`src/rtl/core/drp_pkg.sv`:
```
package drp_pkg;

    localparam int ADC_BITS = 12;
    localparam int RES_W    = 17;
    // resistance is only resolved below the top breakpoint, so 14 bits suffice
    localparam int QUO_W    = 14;
    localparam int NUM_W    = ADC_BITS + RES_W;
    localparam int DIV_W    = ADC_BITS + QUO_W;
    localparam int GRAM_W   = 13;
    localparam int CHAN_W   = 2;
    localparam int REGION_W = 2;
    localparam int SEG_W    = 3;
    localparam int DELTA_W  = 11;
    localparam int MUL_W    = 4;
    localparam int PROD_W   = 15;
    localparam int RECIP_SHIFT = 20;
    localparam int RECIP_W  = 20;
    localparam int SCALED_W = PROD_W + RECIP_W;

    // front stage, compare stage, one stage per quotient bit, four curve stages
    localparam int PIPE_LATENCY = QUO_W + 6;

    localparam logic [ADC_BITS-1:0] FULL_SCALE = '1;
    localparam logic [RES_W-1:0]    RES_RESET  = 17'd10000;

    localparam int CURVE_POINTS = 7;
    localparam logic [QUO_W-1:0] CURVE_OHM [CURVE_POINTS] = '{
        14'd8500, 14'd6500, 14'd5000, 14'd3300, 14'd2700, 14'd2300, 14'd2000
    };
    localparam logic [GRAM_W-1:0] CURVE_GRAM [CURVE_POINTS] = '{
        13'd0, 13'd500, 13'd1000, 13'd2000, 13'd3000, 13'd4000, 13'd5000
    };

    // ceil(2^RECIP_SHIFT / b): exact floor for products below 2^15
    localparam int RECIP_BY2  = ((1 << RECIP_SHIFT) + 1) / 2;
    localparam int RECIP_BY3  = ((1 << RECIP_SHIFT) + 2) / 3;
    localparam int RECIP_BY4  = ((1 << RECIP_SHIFT) + 3) / 4;
    localparam int RECIP_BY17 = ((1 << RECIP_SHIFT) + 16) / 17;

    typedef enum logic [REGION_W-1:0] {
        REGION_NONE   = 2'd0,
        REGION_INTERP = 2'd1,
        REGION_FULL   = 2'd2
    } drp_region_t;

    typedef struct packed {
        logic [CHAN_W-1:0] chan;
        logic              no_load;
    } drp_tag_t;

    // slope of each segment as gram/ohm = mul / div
    function automatic logic [MUL_W-1:0] seg_mul(input logic [SEG_W-1:0] seg);
        logic [MUL_W-1:0] m;
        case (seg)
            3'd0, 3'd1: m = 4'd1;
            3'd2, 3'd5: m = 4'd10;
            3'd3, 3'd4: m = 4'd5;
            default:    m = 4'd0;
        endcase
        return m;
    endfunction

    function automatic logic [RECIP_W-1:0] seg_recip(input logic [SEG_W-1:0] seg);
        logic [RECIP_W-1:0] r;
        case (seg)
            3'd0:             r = RECIP_W'(RECIP_BY4);
            3'd1, 3'd3, 3'd5: r = RECIP_W'(RECIP_BY3);
            3'd2:             r = RECIP_W'(RECIP_BY17);
            3'd4:             r = RECIP_W'(RECIP_BY2);
            default:          r = '0;
        endcase
        return r;
    endfunction

endpackage

```
`src/rtl/core/divider_resistance_to_pressure.sv`:
```
// converts a divider-node adc count into a load in grams via the sensor resistance
//
// input: raise start for one cycle with adc_count and channel; a beat is taken on
// every edge with start high and busy low. busy never rises, so a new count can be
// given every cycle
// output: done is high for exactly one cycle with pressure_grams, region and
// channel_out; the receiver has no way to hold a result back, so it must take it
// pipeline: the start beat passes the front multiply, the clamp compare, the restoring
// divider with one quotient bit per stage (14 stages) and four curve stages (segment
// pick, two multiplies, add) before done is raised
// throughput: one count per cycle, results leave in the order the counts came in
// config: fixed_res_reg is written from cfg_data when cfg_valid is high;
// cfg_ready is always high. write it only while no count is in flight
// reset: rst_n clears every valid bit at once, so no done is raised for counts in
// flight, and sets the resistor value back to 10000 ohm
module divider_resistance_to_pressure (
    input  logic                         clk,
    input  logic                         rst_n,
    input  logic                         start,
    output logic                         busy,
    input  logic [drp_pkg::ADC_BITS-1:0] adc_count,
    input  logic [drp_pkg::CHAN_W-1:0]   channel,
    input  logic                         cfg_valid,
    output logic                         cfg_ready,
    input  logic [drp_pkg::RES_W-1:0]    cfg_data,
    output logic                         done,
    output logic [drp_pkg::GRAM_W-1:0]   pressure_grams,
    output logic [drp_pkg::REGION_W-1:0] region,
    output logic [drp_pkg::CHAN_W-1:0]   channel_out
);
    import drp_pkg::*;

    logic [RES_W-1:0] fixed_res_reg;

    logic                s0_valid_reg;
    logic [NUM_W-1:0]    s0_num_reg;
    logic [NUM_W-1:0]    s0_num_next;
    logic [ADC_BITS-1:0] s0_den_reg;
    logic [ADC_BITS-1:0] s0_den_next;
    logic [DIV_W-1:0]    s0_lim_reg;
    logic [DIV_W-1:0]    s0_lim_next;
    logic                s0_special_reg;
    logic                s0_special_next;
    logic [CHAN_W-1:0]   s0_chan_reg;

    logic                s1_valid_reg;
    logic [DIV_W-1:0]    s1_num_reg;
    logic [ADC_BITS-1:0] s1_den_reg;
    drp_tag_t            s1_tag_reg;
    drp_tag_t            s1_tag_next;

    logic                div_valid;
    logic [QUO_W-1:0]    div_quo;
    drp_tag_t            div_tag;
    drp_region_t         out_region;

    assign busy      = 1'b0;
    assign cfg_ready = 1'b1;

    always_ff @(posedge clk or negedge rst_n)
    begin
        if (!rst_n)
        begin
            fixed_res_reg <= RES_RESET;
        end
        else if (cfg_valid && cfg_ready)
        begin
            fixed_res_reg <= cfg_data;
        end
    end

    // zero count is a short, full scale an open sensor: both read as no load
    assign s0_special_next = (adc_count == '0) || (adc_count == FULL_SCALE);
    assign s0_den_next     = FULL_SCALE - adc_count;
    assign s0_num_next     = NUM_W'(adc_count) * NUM_W'(fixed_res_reg);
    // numerator limit for the top breakpoint, so the quotient never needs more bits
    assign s0_lim_next     = DIV_W'(s0_den_next) * DIV_W'(CURVE_OHM[0]);

    assign s1_tag_next.chan    = s0_chan_reg;
    assign s1_tag_next.no_load = s0_special_reg || (s0_num_reg >= NUM_W'(s0_lim_reg));

    always_ff @(posedge clk or negedge rst_n)
    begin
        if (!rst_n)
        begin
            s0_valid_reg <= 1'b0;
            s1_valid_reg <= 1'b0;
        end
        else
        begin
            s0_valid_reg <= start && !busy;
            s1_valid_reg <= s0_valid_reg;
        end
    end

    always_ff @(posedge clk)
    begin
        s0_num_reg     <= s0_num_next;
        s0_den_reg     <= s0_den_next;
        s0_lim_reg     <= s0_lim_next;
        s0_special_reg <= s0_special_next;
        s0_chan_reg    <= channel;

        s1_num_reg     <= s0_num_reg[DIV_W-1:0];
        s1_den_reg     <= s0_den_reg;
        s1_tag_reg     <= s1_tag_next;
    end

    drp_divider u_divider (
        .clk       (clk),
        .rst_n     (rst_n),
        .in_valid  (s1_valid_reg),
        .in_num    (s1_num_reg),
        .in_den    (s1_den_reg),
        .in_tag    (s1_tag_reg),
        .out_valid (div_valid),
        .out_quo   (div_quo),
        .out_tag   (div_tag)
    );

    drp_interp u_interp (
        .clk        (clk),
        .rst_n      (rst_n),
        .in_valid   (div_valid),
        .in_ohm     (div_quo),
        .in_tag     (div_tag),
        .out_valid  (done),
        .out_grams  (pressure_grams),
        .out_region (out_region),
        .out_chan   (channel_out)
    );

    assign region = out_region;

endmodule

```
`src/rtl/core/drp_divider.sv`:
```
module drp_divider (
    input  logic                        clk,
    input  logic                        rst_n,
    input  logic                        in_valid,
    input  logic [drp_pkg::DIV_W-1:0]   in_num,
    input  logic [drp_pkg::ADC_BITS-1:0] in_den,
    input  drp_pkg::drp_tag_t           in_tag,
    output logic                        out_valid,
    output logic [drp_pkg::QUO_W-1:0]   out_quo,
    output drp_pkg::drp_tag_t           out_tag
);
    import drp_pkg::*;

    logic                valid_reg [QUO_W];
    logic [DIV_W-1:0]    rem_reg   [QUO_W];
    logic [ADC_BITS-1:0] den_reg   [QUO_W];
    logic [QUO_W-1:0]    quo_reg   [QUO_W];
    drp_tag_t            tag_reg   [QUO_W];

    // restoring division, one quotient bit per stage, msb first
    for (genvar s = 0; s < QUO_W; s++) begin : g_step
        localparam int BIT = QUO_W - 1 - s;

        logic                prev_valid;
        logic [DIV_W-1:0]    prev_rem;
        logic [ADC_BITS-1:0] prev_den;
        logic [QUO_W-1:0]    prev_quo;
        drp_tag_t            prev_tag;
        logic [DIV_W-1:0]    trial;
        logic                take;
        logic [DIV_W-1:0]    rem_next;
        logic [QUO_W-1:0]    quo_next;

        if (s == 0) begin : g_first
            assign prev_valid = in_valid;
            assign prev_rem   = in_num;
            assign prev_den   = in_den;
            assign prev_quo   = '0;
            assign prev_tag   = in_tag;
        end
        else begin : g_rest
            assign prev_valid = valid_reg[s-1];
            assign prev_rem   = rem_reg[s-1];
            assign prev_den   = den_reg[s-1];
            assign prev_quo   = quo_reg[s-1];
            assign prev_tag   = tag_reg[s-1];
        end

        assign trial    = DIV_W'(prev_den) << BIT;
        assign take     = prev_rem >= trial;
        assign rem_next = take ? prev_rem - trial : prev_rem;
        assign quo_next = prev_quo | (QUO_W'(take) << BIT);

        always_ff @(posedge clk or negedge rst_n)
        begin
            if (!rst_n)
            begin
                valid_reg[s] <= 1'b0;
            end
            else
            begin
                valid_reg[s] <= prev_valid;
            end
        end

        always_ff @(posedge clk)
        begin
            rem_reg[s] <= rem_next;
            den_reg[s] <= prev_den;
            quo_reg[s] <= quo_next;
            tag_reg[s] <= prev_tag;
        end
    end

    assign out_valid = valid_reg[QUO_W-1];
    assign out_quo   = quo_reg[QUO_W-1];
    assign out_tag   = tag_reg[QUO_W-1];

endmodule

```
`src/rtl/core/drp_interp.sv`:
```
module drp_interp (
    input  logic                       clk,
    input  logic                       rst_n,
    input  logic                       in_valid,
    input  logic [drp_pkg::QUO_W-1:0]  in_ohm,
    input  drp_pkg::drp_tag_t          in_tag,
    output logic                       out_valid,
    output logic [drp_pkg::GRAM_W-1:0] out_grams,
    output drp_pkg::drp_region_t       out_region,
    output logic [drp_pkg::CHAN_W-1:0] out_chan
);
    import drp_pkg::*;

    // segment select
    logic              a_valid_reg;
    drp_region_t       a_region_reg;
    drp_region_t       a_region_next;
    logic [SEG_W-1:0]  a_seg_reg;
    logic [SEG_W-1:0]  a_seg_next;
    logic [DELTA_W-1:0] a_delta_reg;
    logic [DELTA_W-1:0] a_delta_next;
    logic [CHAN_W-1:0] a_chan_reg;

    // offset times slope numerator
    logic              b_valid_reg;
    drp_region_t       b_region_reg;
    logic [SEG_W-1:0]  b_seg_reg;
    logic [PROD_W-1:0] b_prod_reg;
    logic [PROD_W-1:0] b_prod_next;
    logic [CHAN_W-1:0] b_chan_reg;

    // reciprocal multiply for the slope denominator
    logic                c_valid_reg;
    drp_region_t         c_region_reg;
    logic [SEG_W-1:0]    c_seg_reg;
    logic [SCALED_W-1:0] c_scaled_reg;
    logic [SCALED_W-1:0] c_scaled_next;
    logic [CHAN_W-1:0]   c_chan_reg;

    logic              o_valid_reg;
    logic [GRAM_W-1:0] o_grams_reg;
    logic [GRAM_W-1:0] o_grams_next;
    drp_region_t       o_region_reg;
    logic [CHAN_W-1:0] o_chan_reg;

    always_comb
    begin
        if (in_tag.no_load)
            a_region_next = REGION_NONE;
        else if (in_ohm <= CURVE_OHM[CURVE_POINTS-1])
            a_region_next = REGION_FULL;
        else
            a_region_next = REGION_INTERP;

        // lowest segment whose lower breakpoint is not above the resistance
        a_seg_next = SEG_W'(CURVE_POINTS - 2);
        for (int i = CURVE_POINTS - 2; i >= 0; i--)
        begin
            if (in_ohm >= CURVE_OHM[i+1])
                a_seg_next = SEG_W'(i);
        end
        a_delta_next = DELTA_W'(CURVE_OHM[a_seg_next] - in_ohm);
    end

    assign b_prod_next   = PROD_W'(a_delta_reg) * PROD_W'(seg_mul(a_seg_reg));
    assign c_scaled_next = SCALED_W'(b_prod_reg) * SCALED_W'(seg_recip(b_seg_reg));

    always_comb
    begin
        case (c_region_reg)
            REGION_NONE:   o_grams_next = '0;
            REGION_FULL:   o_grams_next = CURVE_GRAM[CURVE_POINTS-1];
            REGION_INTERP: o_grams_next = CURVE_GRAM[c_seg_reg]
                                          + c_scaled_reg[RECIP_SHIFT +: GRAM_W];
            default:       o_grams_next = '0;
        endcase
    end

    always_ff @(posedge clk or negedge rst_n)
    begin
        if (!rst_n)
        begin
            a_valid_reg <= 1'b0;
            b_valid_reg <= 1'b0;
            c_valid_reg <= 1'b0;
            o_valid_reg <= 1'b0;
        end
        else
        begin
            a_valid_reg <= in_valid;
            b_valid_reg <= a_valid_reg;
            c_valid_reg <= b_valid_reg;
            o_valid_reg <= c_valid_reg;
        end
    end

    always_ff @(posedge clk)
    begin
        a_region_reg <= a_region_next;
        a_seg_reg    <= a_seg_next;
        a_delta_reg  <= a_delta_next;
        a_chan_reg   <= in_tag.chan;

        b_region_reg <= a_region_reg;
        b_seg_reg    <= a_seg_reg;
        b_prod_reg   <= b_prod_next;
        b_chan_reg   <= a_chan_reg;

        c_region_reg <= b_region_reg;
        c_seg_reg    <= b_seg_reg;
        c_scaled_reg <= c_scaled_next;
        c_chan_reg   <= b_chan_reg;

        o_grams_reg  <= o_grams_next;
        o_region_reg <= c_region_reg;
        o_chan_reg   <= c_chan_reg;
    end

    assign out_valid  = o_valid_reg;
    assign out_grams  = o_grams_reg;
    assign out_region = o_region_reg;
    assign out_chan   = o_chan_reg;

endmodule

```
`config.mk`:
```
export PLATFORM = sky130hd
export DESIGN_NAME = divider_resistance_to_pressure
export DESIGN_NICKNAME = d
export VERILOG_FILES = /design/src/rtl/core/drp_pkg.sv /design/src/rtl/core/divider_resistance_to_pressure.sv /design/src/rtl/core/drp_divider.sv /design/src/rtl/core/drp_interp.sv
export SDC_FILE = /design/constraint.sdc
export NUM_CORES = 2
export LEC_CHECK = 0
export BUFFER_PORTS_ARGS = -buffer_cell sky130_fd_sc_hd__buf_2
export CAP_MARGIN = 20
export CORE_MARGIN = 2
export CORE_UTILIZATION = 56
export CTS_CLUSTER_DIAMETER = 150
export DETAILED_ROUTE_END_ITERATION = 6
export PLACE_DENSITY = 0.72
export SYNTH_ARGS = -nofsm -noshare
export SYNTH_HDL_FRONTEND = slang
export SYNTH_SLANG_ARGS = --single-unit
```
`constraint.sdc`:
```
create_clock -name clk -period 20.6 [get_ports clk]
set_input_delay 2.06 -clock clk [delete_from_list [all_inputs] [get_ports clk]]
set_output_delay 2.06 -clock clk [all_outputs]
set_load 0.03 [all_outputs]
```
==> run metrics <==
Chip Width between 200 and 300 µm; initial standard-cell utilization of the core 0.5633; Worst EP required approximately 21 ns; final core utilization 0.6151; xor and xnor fraction of the mapped netlist area 0.04641; grt ovf 0; clock latency reported for the late side of the worst-skew pair 0.64 ns; max-capacitance violation count 0; Boundary Pins 55; Tcrit/Tclk final 0.3650; CTS tree built; summed negative setup slack over all endpoints 0 ns; fraction of registers with async set or reset after synthesis 0.04292; power per standard cell area between 150 and 200 nW/µm²; Residual DRC 0; status completed; mean cell area of the mapped netlist 10.08 µm²; sequential-to-total area share from yosys stat 0.3713; post-CTS sizing 0; compound-cell area share of the yosys netlist 0.09271; number of buffers inserted by post-CTS setup repair 0; synthesized-area fraction occupied by adder cells 0.2833; synthesized cell area 46990 µm²; Post-Synth Simple-Gate Area 0.1247; via density per instance 5.259; post-synth cell types 97; diode insertion count for antenna repair 0; Synthesis Warnings 0; Slew @ Worst Pin between 0.9 and 1 ns; synthesized netlist net count about 5600; area grow syn2layout 9.205%; HP Class register to register; number of buffers between clock root and the deepest sink 3; mux contribution to synthesized area 0.01595; Setup WS pre-CTS approximately 13 ns; via count 30910; final hold vios 0; die boundary height 293.7 µm; drt initial violations 1306; RSZ-0062 raised after global routing false; largest cells by area after synthesis sky130_fd_sc_hd__dfxtp_1, sky130_fd_sc_hd__fa_1, sky130_fd_sc_hd__ha_1, sky130_fd_sc_hd__inv_1, sky130_fd_sc_hd__xnor2_1; wire length reported by the detailed router between 90000 and 100000 µm; number of global-route vias before repair 31900; most common cell after layout, fill and taps aside sky130_fd_sc_hd__dfxtp_1; synthesized instance count 4662; number of clock sinks about 860; number of fill cells 6871; hold bufs inserted after CTS 0; initial antenna violation count 0; synthesis-stage register bit count 862; Rel. slew slack 0.3358; largest net degree at the start of global routing 38; overall power after layout 8499 µW; leading register cell type out of synthesis sky130_fd_sc_hd__dfxtp_1; share of the synthesized area in the top cell type 0.3515; ordered list of cells on the worst path nor3b_2 -> and2_1 -> inv_1 -> fa_1 -> fa_1 -> inv_1 -> fa_1 -> inv_1 -> fa_1 -> inv_1 -> fa_1 -> inv_1 -> fa_1 -> inv_1 -> ha_1 -> a21oi_1 -> a2bb2oi_1 -> a21oi_1 -> a2111oi_2 -> a21oi_2 -> o21ai_1 -> a21oi_2 -> a2111oi_0 -> nor3_1; highest-delay cell along the critical path sky130_fd_sc_hd__nor3b_2; number of iterations in the first detailed-routing pass 5; final weighted congestion in routability-driven placement 0.9477; I/O Buffers 52; area enclosed by the die boundary 86250 µm²; Floorplan Core Area 83420 µm²; setup slack after layout between 10 and 15 ns; cell chosen for the clock root sky130_fd_sc_hd__clkbuf_16; # nets final 5617; maximum vdd ir drop about 0.00020 V; Slew Limit Fails 0; Global Route Usage Sum 0.2168; Layout Cells excl Fill 5878; Critical Path AT 8.02 ns; top library cells by usage in the layout, fill and taps aside sky130_fd_sc_hd__dfxtp_1, sky130_fd_sc_hd__inv_1, sky130_fd_sc_hd__ha_1; Antenna Violating Nets Remaining 0; P_leak 0.02504 µW; Max Clock Skew 0.02248 ns; number of rows created at floorplan about 110; Wirelength per Cell 15.35 µm; wire length of the first global-routing pass 152800 µm; sequential cell area 17450 µm²; H-tree depth 3; clock input transition at the sequential cells of the worst setup and hold paths 0.06 ns; combinational family with the most area after synthesis adder cells; area taken by multi-input logic gates 26480 µm²; number of buffers created by CTS 88; ratio of cells with drive above 1 in the final layout 0.06982; EDFF count, synth 0; Setup crit start kind register; Crit. End Element register; longest individual stage delay on the worst path 0.72 ns; most area-hungry cell type in the Yosys netlist sky130_fd_sc_hd__dfxtp_1; Worst Setup Path Type register to register; maximum fanout count along the critical path 18; fmax 133.0 MHz; placed instance count 5716; Detail Placement HPWL 71630 µm; final critical path time including I/O delays and setup between 7 and 8 ns; number of setup violations in the final report 0; number of flip-flops under the largest register name 338
[worst max-delay path: cells and delay by family, from the launching register on]
| kind | cells | cell delay (ns) |
|---|---|---|
| DFF | 1 | 0.46 |
| buffers and inverters | 6 | 0.35 |
| and+or+nand+nor | 3 | 1.11 |
| AOI/OAI and AO/OA | 8 | 2.08 |
| adders and majority gates | 7 | 3.38 |
[area by class of cell]
type,count,area share
Sequential cell,862,0.3400
Multi-Input combinational cell,2989,0.5161
Timing Repair Buffer,61,0.006535
Clock buffer,117,0.04820
Tap cell,1080,0.02633
Clock inverter,42,0.009655
Inverter,727,0.05318
[logic make-up (layout without fill, tap and decap cells)]
group | count (synthesis) | in the layout
compound gates | 678 | 678
xor+xnor | 249 | 249
fa+ha+maj | 854 | 854
buf+inv | 811 | 947
flops | 862 | 862
mux | 67 | 67
other cells | 2 | 2
simple gates | 1139 | 1139
[power by group]
part           total [µW]  internal (µW)  switching [µW]  leakage, µW
Combinational        4330           1930            2400       0.0163
Clock                1590            940             653      0.00145
Sequential           2580           2240             338      0.00734
Total                8500           5110            3390       0.0250
[path summary, 6_finish.rpt]
kind / cells after the start / slack, ns / end / startpoint
max: 24 / 13.08 / u_interp.c_scaled_reg[30]$_DFF_P_ / u_interp.b_seg_reg[2]$_DFF_P_
min: 0 / 0.32 / u_divider.tag_reg[2][7]$_DFF_P_ / u_divider.tag_reg[2][4]$_DFF_P_
max reg2reg: 24 / 13.08 / u_interp.c_scaled_reg[30]$_DFF_P_ / u_interp.b_seg_reg[2]$_DFF_P_
min reg2reg: 0 / 0.32 / u_divider.tag_reg[2][7]$_DFF_P_ / u_divider.tag_reg[2][4]$_DFF_P_
max in group asynchronous: 1 / 18.60 / u_divider.g_step[8].prev_valid$_DFF_PN0_ / rst_n
min in group asynchronous: 1 / 1.50 / fixed_res_reg[12]$_DFFE_PN0P_ / rst_n
[synth_stat cells, types with 6 or more instances]
master and number:
sky130_fd_sc_hd__dfxtp_1 825, sky130_fd_sc_hd__inv_1 726, sky130_fd_sc_hd__ha_1 503, sky130_fd_sc_hd__fa_1 350, sky130_fd_sc_hd__nand2_1 329, sky130_fd_sc_hd__nor2_1 207, sky130_fd_sc_hd__o21ai_0 183, sky130_fd_sc_hd__a21oi_1 178
sky130_fd_sc_hd__xnor2_1 148, sky130_fd_sc_hd__and2_1 145, sky130_fd_sc_hd__xor2_1 101, sky130_fd_sc_hd__a21o_1 84, sky130_fd_sc_hd__nor3_1 76, sky130_fd_sc_hd__nor2b_1 66, sky130_fd_sc_hd__clkbuf_1 65, sky130_fd_sc_hd__nand4_1 47
sky130_fd_sc_hd__mux2_2 46, sky130_fd_sc_hd__nand2b_1 45, sky130_fd_sc_hd__nor4_1 43, sky130_fd_sc_hd__nand3_1 39, sky130_fd_sc_hd__o21a_1 39, sky130_fd_sc_hd__dfrtp_1 32, sky130_fd_sc_hd__and3_1 24, sky130_fd_sc_hd__o31ai_1 23
sky130_fd_sc_hd__or3_1 20, sky130_fd_sc_hd__or2_2 19, sky130_fd_sc_hd__a211oi_1 16, sky130_fd_sc_hd__a21boi_0 16, sky130_fd_sc_hd__a31oi_1 16, sky130_fd_sc_hd__mux2i_1 16, sky130_fd_sc_hd__nor4b_1 14, sky130_fd_sc_hd__o211ai_1 14
sky130_fd_sc_hd__o21bai_1 13, sky130_fd_sc_hd__nand3b_1 11, sky130_fd_sc_hd__or4_1 11, sky130_fd_sc_hd__a21oi_2 10, sky130_fd_sc_hd__buf_2 9, sky130_fd_sc_hd__o21ai_1 9, sky130_fd_sc_hd__nor3b_1 8, sky130_fd_sc_hd__nand4b_1 7
sky130_fd_sc_hd__buf_1 6, sky130_fd_sc_hd__o2111ai_1 6, sky130_fd_sc_hd__o31a_1 6, sky130_fd_sc_hd__o41ai_1 6
[routing by layer]
metal	part of all wire	vias up	track usage	routed length, µm
met4	0.028	0	0.07168	2526
met1	0.43	14770	0.2641	38890
li1	-	15390	-	-
met5	0	-	0	0
met2	0.50	578	0.3908	44890
met3	0.043	169	0.03338	3921
[metrics by stage]
stage / instance area, µm² / hold slack (ns)
global placement: 48320 / 0.3097
global route: 51320 / 0.3240
detailed placement: 48320 / 0.3121
finish: 51320 / 0.3203
floorplan: 46990 / 0.3096
CTS: 51290 / 0.3181
Power figures use the tool's default switching activity.
